### src/design/mwbm_ram.sv
// ----------------------------------------------------------------------------
// mwbm_ram
// Generic single-write, single-read RAM with registered read data.
// ----------------------------------------------------------------------------
module mwbm_ram #(
  parameter int WIDTH = 32,
  parameter int DEPTH = 16
) (
  input  logic                     clk,
  input  logic                     wr_en,
  input  logic [$clog2(DEPTH)-1:0] wr_addr,
  input  logic [WIDTH-1:0]         wr_data,
  input  logic [$clog2(DEPTH)-1:0] rd_addr,
  output logic [WIDTH-1:0]         rd_data
);

  logic [WIDTH-1:0] mem_r [DEPTH];
  logic [WIDTH-1:0] rd_data_r;

  // write port and registered read port
  always_ff @(posedge clk) begin
    if (wr_en) begin
      mem_r[wr_addr] <= wr_data;
    end
    rd_data_r <= mem_r[rd_addr];
  end

  assign rd_data = rd_data_r;

endmodule

### config.mk
export PLATFORM = sky130hd
export DESIGN_NAME = mwbm_ram
export DESIGN_NICKNAME = d
export VERILOG_FILES = /design/src/design/mwbm_ram.sv
export SDC_FILE = /design/constraint.sdc
export NUM_CORES = 1
export LEC_CHECK = 0
export BUFFER_PORTS_ARGS = -buffer_cell sky130_fd_sc_hd__buf_2
export CORE_MARGIN = 2
export CORE_UTILIZATION = 55
export DETAILED_ROUTE_END_ITERATION = 16
export MAX_ROUTING_LAYER = met4
export PLACE_DENSITY_LB_ADDON = 0.15
export SLEW_MARGIN = 20
export SYNTH_ARGS = -nofsm -noshare
export SYNTH_HDL_FRONTEND = slang
export SYNTH_SLANG_ARGS = --single-unit
export TNS_END_PERCENT = 20
### constraint.sdc
create_clock -name clk -period 12.15 [get_ports clk]
set_input_delay 3.0375 -clock clk [delete_from_list [all_inputs] [get_ports clk]]
set_output_delay 3.0375 -clock clk [all_outputs]
set_load 0.02 [all_outputs]
=== Yosys cells after proc, flatten, opt, wreduce, memory -nomap -nowiden ===
Memories as Yosys holds them, arrays and structs flattened. A register that Yosys moved wholly into a read port is not among the register bits.
Index checks and enable logic that the tools add are counted.

* Flip-flop bits (word level): 0
* Bits in latches: 0
* RAM bits: 512
* ROM bits: 0
* Input bits: 42
* Memories: 1

{| class="wikitable"
|+ Memories
! memory !! depth !! width !! read ports !! clocked after Yosys merged registers in !! write ports !! RTL line !! RTL
|-
| mem_r || 16 || 32 || 1 || 1 || 1 || 17 || <nowiki>logic [WIDTH-1:0] mem_r [DEPTH];</nowiki>
|}

* Add/subtract/negate cells: 0
* $mul: 0
* Divide/modulo/power cells: 0
* $lt $le $gt $ge: 0
* Eq/ne operators: 0
* Shifts and indexed selects: 0
* Multiplexer cells: 2
* Bitwise gates (word level): 0
* Reduce and logical (&&, ||, !) cells: 0

{| class="wikitable"
|+ Operator list
! operator !! count
|-
| $mux 1 || 2
|}

=== Logic depth before layout (Yosys ltp) ===
Gate-level depths: netlist (run 1).

* Word-level depth: 2
* Gate-level depth with buffers: 5

=== Worst setup path after synthesis (run 1) ===
Ideal clock, no wire load.

* Kind: input port to flip-flop
* From: in wr_addr[2]
* To: mem mem_r[0][0] (enable)
* Setup time: 0.461 ns
* Arrival time: 5.756 ns
* Data required time: 11.689 ns
* Slack: 5.933 ns
* Stages on the path: 2
* Buffers on the path: 0
* Cell sequence: or3b_2 > nor3_1

{| class="wikitable"
|+ RTL lines
! element !! RTL line !! RTL
|-
| from (decl) || 11 || <nowiki>input logic [$clog2(DEPTH)-1:0] wr_addr,</nowiki>
|-
| to (decl) || 17 ||
|}

No word-level cell before the write port.

==> results of run 1 <==
==> cells by family after synthesis <==
kind of cell	after synthesis
and+or+nand+nor	59
buffers and inverters	43
muxes	128
AOI/OAI and AO/OA	64
DFF	544
==> path summary, 6_finish.rpt <==
kind                      startpoint                   to  slack, ps
min           mem_r[12][1]$_DFFE_PP_   rd_data[1]$_DFF_P_        670
max                       rd_addr[0]   rd_data[5]$_DFF_P_       7190
max reg2reg  mem_r[10][16]$_DFFE_PP_  rd_data[16]$_DFF_P_      10800
min reg2reg   mem_r[12][1]$_DFFE_PP_   rd_data[1]$_DFF_P_        670
==> synth_stat cells (2+ instances only) <==
cell type / number / area (um2)
nor2b_1: 2 / 12.5
buf_2: 4 / 20.0
buf_4: 11 / 82.6
nand2_1: 33 / 124
a22oi_1: 64 / 480
mux4_2: 128 / 2880
nor2_1: 13 / 48.8
clkbuf_1: 17 / 63.8
edfxtp_1: 512 / 15400
dfxtp_1: 32 / 641
buf_1: 9 / 33.8
buf_6: 2 / 22.5
nand3b_1: 2 / 15.0
nor3_1: 4 / 20.0
nand2b_1: 2 / 12.5
==> per-stage QoR <==
stage / power, mW / worst slack (ps) / hold slack [ps] / cell area [um2]
6_report: 3.93 / 7190 / 671 / 22700
3_5_place_dp: 2.34 / 6200 / 661 / 20900
2_1_floorplan: 2.26 / 5930 / 635 / 19900
3_3_place_gp: 2.33 / 6270 / 655 / 20900
4_1_cts: 3.97 / 6820 / 675 / 22700
5_1_grt: 4.05 / 6930 / 696 / 22700
==> layer usage <==
| metal | up-vias | share of wire, % | GRT usage, % |
|---|---|---|---|
| li1 | 3806 | - | - |
| met1 | 4788 | 40 | 29.6 |
| met2 | 288 | 53 | 39.5 |
| met3 | 53 | 5.8 | 5.03 |
| met4 | 0 | 1.8 | 5.89 |
| met5 | - | 0 | - |
==> flip-flops by register name, summed over array words and instances, names as in the netlist <==
register / count
mem_r: 512
rd_data: 32
==> power by group through the flow <==
stage	combinational [mW]	sequential (mW)	clock (mW)
final	0.191	2.11	1.63
after global placement	0.188	2.15	0
after floorplan	0.101	2.16	0
after global routing	0.206	2.11	1.73
after detailed placement	0.194	2.15	0
after CTS	0.194	2.11	1.66
==> cell usage in the layout (no fill, tap or decap), types with 13 or more instances in the layout <==
cell type	count
buf_4	25
nor2_4	13
dfxtp_1	32
a22oi_1	64
clkbuf_16	55
mux4_2	128
edfxtp_1	512
clkbuf_1	14
buf_2	71
nand2_1	33
==> final cells by class <==
type	instances	area, um2
Sequential cell	544	16000
Fill cell	2370	12900
Multi-Input combinational cell	251	3750
Clock buffer	72	1470
Timing Repair Buffer	99	579
Tap cell	461	577
Clock inverter	27	277
Antenna cell	4	10.0
==> worst reg2reg max path, stage by stage (launching register included) <==
cell and delay, ps:
edfxtp_1 390, mux4_2 480, a22oi_1 250, nand2_1 110
==> run metrics, run 1 <==
Yosys cell types=18; VDD IR max=roughly 150 uV; largest family of logic cells by synthesized area=multiplexers; status=completed; final setup vio count=0; Worst Path Buf+Inv=2; Simple-Gate Fraction of Synth Area=1.27%; area delta synth->final=14.2%; GRT Resource Usage Total=23.5%; Clock power frac=41.5%; # H-tree levels=2; number of synthesized register bits=544; Ys Warns=0; CTS resizes=0; Detailed Route Iter0 Violations=742; Cells on Worst Hold Path=3; via count=just under 9,000; CP max-delay cell=clkbuf_8; Remaining DRCs=0; Die ar.=0.0376 mm2; Max FO, Critical Path=76; period utilization=40.8%; routed len/inst=about 29 um; Core Region=0.0356 mm2; IO Port Bufs=73; Hold Buf Count CTS=0; PD cells=173 mW/mm2; register area share after synthesis=80.7%; setup TNS=0 ps; required time of the critical path=12,620 ps; ys flop type=edfxtp_1; initial antenna violation count=4; Die Y=194 um; final core occ=63.8%; TritonCTS Buffers=53; Period minus WS final=4960 ps; Post-Layout Cell Count=around 1,500; CP max stage delay=approximately 700 ps; first-pass GRT wire length=61,800 um; Net Switching=790 uW; IO Pins=74; Final Wtd Congestion=a little over 0.7; xor and xnor area share after synthesis=0%; Nets=~990; Crit path max-delay family=buffers and inverters; Root Driver=clkbuf_16; clk_lat worst skew=590 ps; fraction of layout cells with a size suffix above 1=32.4%; Critical Path Sink Type=register; die width=194 um; max-slew violation count=0; Synth Area in Compound Gates=2.42%; HPWL after detailed placement=21,800 um; Hold WC Path Type=register to register; crit-path cells=clkbuf_8 -> buf_6 -> mux4_2 -> a22oi_1 -> nand2_1; CP startpoint kind=input pin; WP data arrival=5420 ps; reg2reg path depth=3; vias per cell=6.13; Leak Pwr=between 7 and 8 nW; largest net degree at the start of global routing=83; synthesized area=0.0199 mm2; final wirelength=~42,000 um; Reg power frac=between 50 and 60%; RSZ-0062 raised after global routing=false; critical path type=input pin to register; total number of cells along the worst setup path=5; Post-Synth Adder-Cell Area=0%; clock sinks=~540; f_max=between 200 and 250 MHz; drt first pass iters=5; Slew @ Worst Pin=952 ps; Logic pwr share=4.9%; Final Hold Vio Count=0; asr flop ratio synth=0%; vias in the first global route=9,505; Syn Inst Count=838; Syn Nets=880; Setup Fix Bufs, Post-CTS=0; ANT nets after route=0; Internal Dissipation=3.14 mW; placed cells=1,355; switch share=20.1%; CTS max path bufs=3; relative slew slack=between 30 and 40%; Starting Density=a little under three fifths; multiplexer share of the synthesized area=between 10 and 15%; Final Skew=18.7 ps; GRT Residual Overflow=0; Syn Area/Cell=23.7 um2; CTS tree=built; Row Count=69; max_cap viols=0; Post-synth EDFFs=around 510; Worst-path clk slew=about 60 ps
Note: power is estimated with default switching activity, not from simulation.
==> run 2, diff against run 1 <==
- clock period: 12.15 -> 5.13 ns (I/O delays scaled with it)
==> run metrics, run 2 (synthesis gave the netlist of run 1 again) <==
status=completed; CTS tree=built; TritonCTS Buffers=53 (unchanged); Leak Pwr=7.36 nW (+0.47%); Final Hold Vio Count=0 (unchanged); Hold WC Path Type=register to register; Core Region=0.0356 mm2 (unchanged); R2R Setup Slk=3640 ps (-7160 ps); Remaining DRCs=0 (unchanged); Nets=994 (+0.30%); design area=0.0228 mm2 (+0.52%); max reg flops=512 (unchanged); Logic pwr share=5.0% (about the same); Most flops, register=mem_r; # H-tree levels=2 (unchanged); RSZ-0062 raised after global routing=false; required time of the critical path=5570 ps (-7050 ps); reg2reg path depth=3 (unchanged); final setup vio count=0 (unchanged); Post-Layout Cell Count=1,460 (+0.14%); Final Wtd Congestion=0.708 (-2.5%); routed len/inst=28.1 um (-2.2%); Hold Buf Count CTS=0 (unchanged); fraction of layout cells with a size suffix above 1=32.5% (+0.10 points); die width=194 um (unchanged); period utilization=56.2%; relative slew slack=31.3% (-5.2 points); CP max stage delay=580 ps (-120 ps); Row Count=69 (unchanged); HPWL after detailed placement=22,600 um (+3.6%); CP max-delay cell=clkbuf_8; hold path start=mem_r[15][21]$_DFFE_PP_; Reg power frac=53.7% (about the same); IO Pins=74 (unchanged); Die Y=194 um (unchanged); placed cells=1,358 (+0.22%); Die ar.=0.0376 mm2 (unchanged); GRT Residual Overflow=0 (unchanged); first-pass GRT wire length=61,400 um (-0.71%); Worst-path clk slew=60 ps (about the same); max-slew violation count=0 (unchanged); clock sinks=544 (unchanged); Root Driver=clkbuf_16; Internal Dissipation=7.46 mW (+140%); drt first pass iters=5 (unchanged); final wirelength=41,000 um (-2.1%); Critical Path Sink Type=register; vias in the first global route=9,634 (+1.4%); Crit path max-delay family=buffers and inverters; setup TNS=0 ps (unchanged); vias per cell=6.27 (+2.3%); critical path type=input pin to register; crit-path cells=clkbuf_8 -> buf_4 -> mux4_2 -> a22oi_1 -> nand2_1; Setup Fix Bufs, Post-CTS=0 (unchanged); CTS resizes=0 (unchanged); f_max=347 MHz; initial antenna violation count=3 (-1); via count=9,150 (+2.4%); Net Switching=1.85 mW (+130%); RR Startpoint=mem_r[3][18]$_DFFE_PP_; switch share=19.9% (-0.17 points); DP Area=0.0210 mm2 (+0.57%); area delta synth->final=14.8%; Worst Path Buf+Inv=2 (unchanged); Max FO, Critical Path=61 (-20%); CP startpoint kind=input pin; max_cap viols=0 (unchanged); Cells on Worst Hold Path=3 (unchanged); ANT nets after route=0 (unchanged); Hold Crit Endpoint=rd_data[21]$_DFF_P_; GRT Resource Usage Total=22.9% (-0.60 points); Final Skew=23.4 ps (+4.65 ps); Period minus WS final=a little under 3000 ps; RR Endpoint=rd_data[18]$_DFF_P_; Starting Density=55.8% (unchanged); commonest cells after routing, fill and taps aside=512 x edfxtp_1, 128 x mux4_2, 71 x buf_2; VDD IR max=269 uV (+78%); CTS max path bufs=3 (unchanged); PD cells=408 mW/mm2 (+140%); commonest non-fill, non-tap cell in the layout=edfxtp_1; WP data arrival=3330 ps (-2090 ps); IO Port Bufs=73 (unchanged); Detailed Route Iter0 Violations=1,008 (+36%); Slew @ Worst Pin=1030 ps (+78.0 ps); Clock power frac=41.3% (-0.2 points); largest net degree at the start of global routing=62 (-25%); clk_lat worst skew=570 ps (-20 ps)
run 2: cell count changes in the layout (fill, tap and decap cells not counted):
cell        before  now
buf_12           0    8
buf_4           25   22
clkinv_2        10    7
buf_6            2    0
clkbuf_1        14   15
clkinv_4         0    1
clkinvlp_4       0    1
diode_2          4    3
run 2: worst reg2reg max path: cells and delay by family (launching register included):
kind            cells  cell delay [ps]
mux                 1              480
compound gates      1              410
flops               1              370
simple gates        1              110
run 2: power groups by stage:
stage | Sequential (mW) | Combinational, mW | Clock [mW]
after floorplan | 5.12 | 0.239 | 0
after global placement | 5.08 | 0.448 | 0
after detailed placement | 5.09 | 0.468 | 0
after CTS | 5.00 | 0.471 | 3.91
after global routing | 5.01 | 0.498 | 4.08
final | 5.00 | 0.462 | 3.85
run 2: final cells by class:
| type | count | area (um2) |
|---|---|---|
| Clock inverter | 26 | 278 |
| Sequential cell | 544 | 16000 |
| Antenna cell | 3 | 7.51 |
| Tap cell | 461 | 577 |
| Timing Repair Buffer | 102 | 694 |
| Fill cell | 2384 | 12800 |
| Clock buffer | 73 | 1470 |
| Multi-Input combinational cell | 251 | 3750 |
run 2: worst max path at each step:
stage                          start               endpoint  slack [ps]  cells past startpoint
after floorplan           wr_addr[2]  mem_r[0][0]$_DFFE_PP_         670                      2
after global placement    rd_addr[0]    rd_data[17]$_DFF_P_        1620                      5
after detailed placement  rd_addr[0]    rd_data[19]$_DFF_P_        1600                      5
after CTS                 rd_addr[0]    rd_data[18]$_DFF_P_        2210                      5
after global routing      rd_addr[0]    rd_data[20]$_DFF_P_        2030                      5
final                     rd_addr[0]    rd_data[15]$_DFF_P_        2250                      5
run 2: per-layer routing:
layer / track usage, % / vias up / routed length [um]
li1: - / 3806 / -
met1: 32.6 / 4919 / 17200
met2: 35.4 / 347 / 20000
met3: 2.71 / 78 / 2700
met4: 7.69 / 0 / 1090
met5: - / - / 0
run 2: metrics by stage:
stage | hold slack [ps] | setup WS [ps] | total power [mW] | util [%]
after floorplan | 635 | 668 | 5.36 | -
after CTS | 668 | 2210 | 9.38 | 64.1
final | 666 | 2250 | 9.31 | 64.1
after global placement | 645 | 1620 | 5.53 | 58.8
after detailed placement | 659 | 1600 | 5.56 | 59.1
after global routing | 697 | 2030 | 9.59 | 64.1
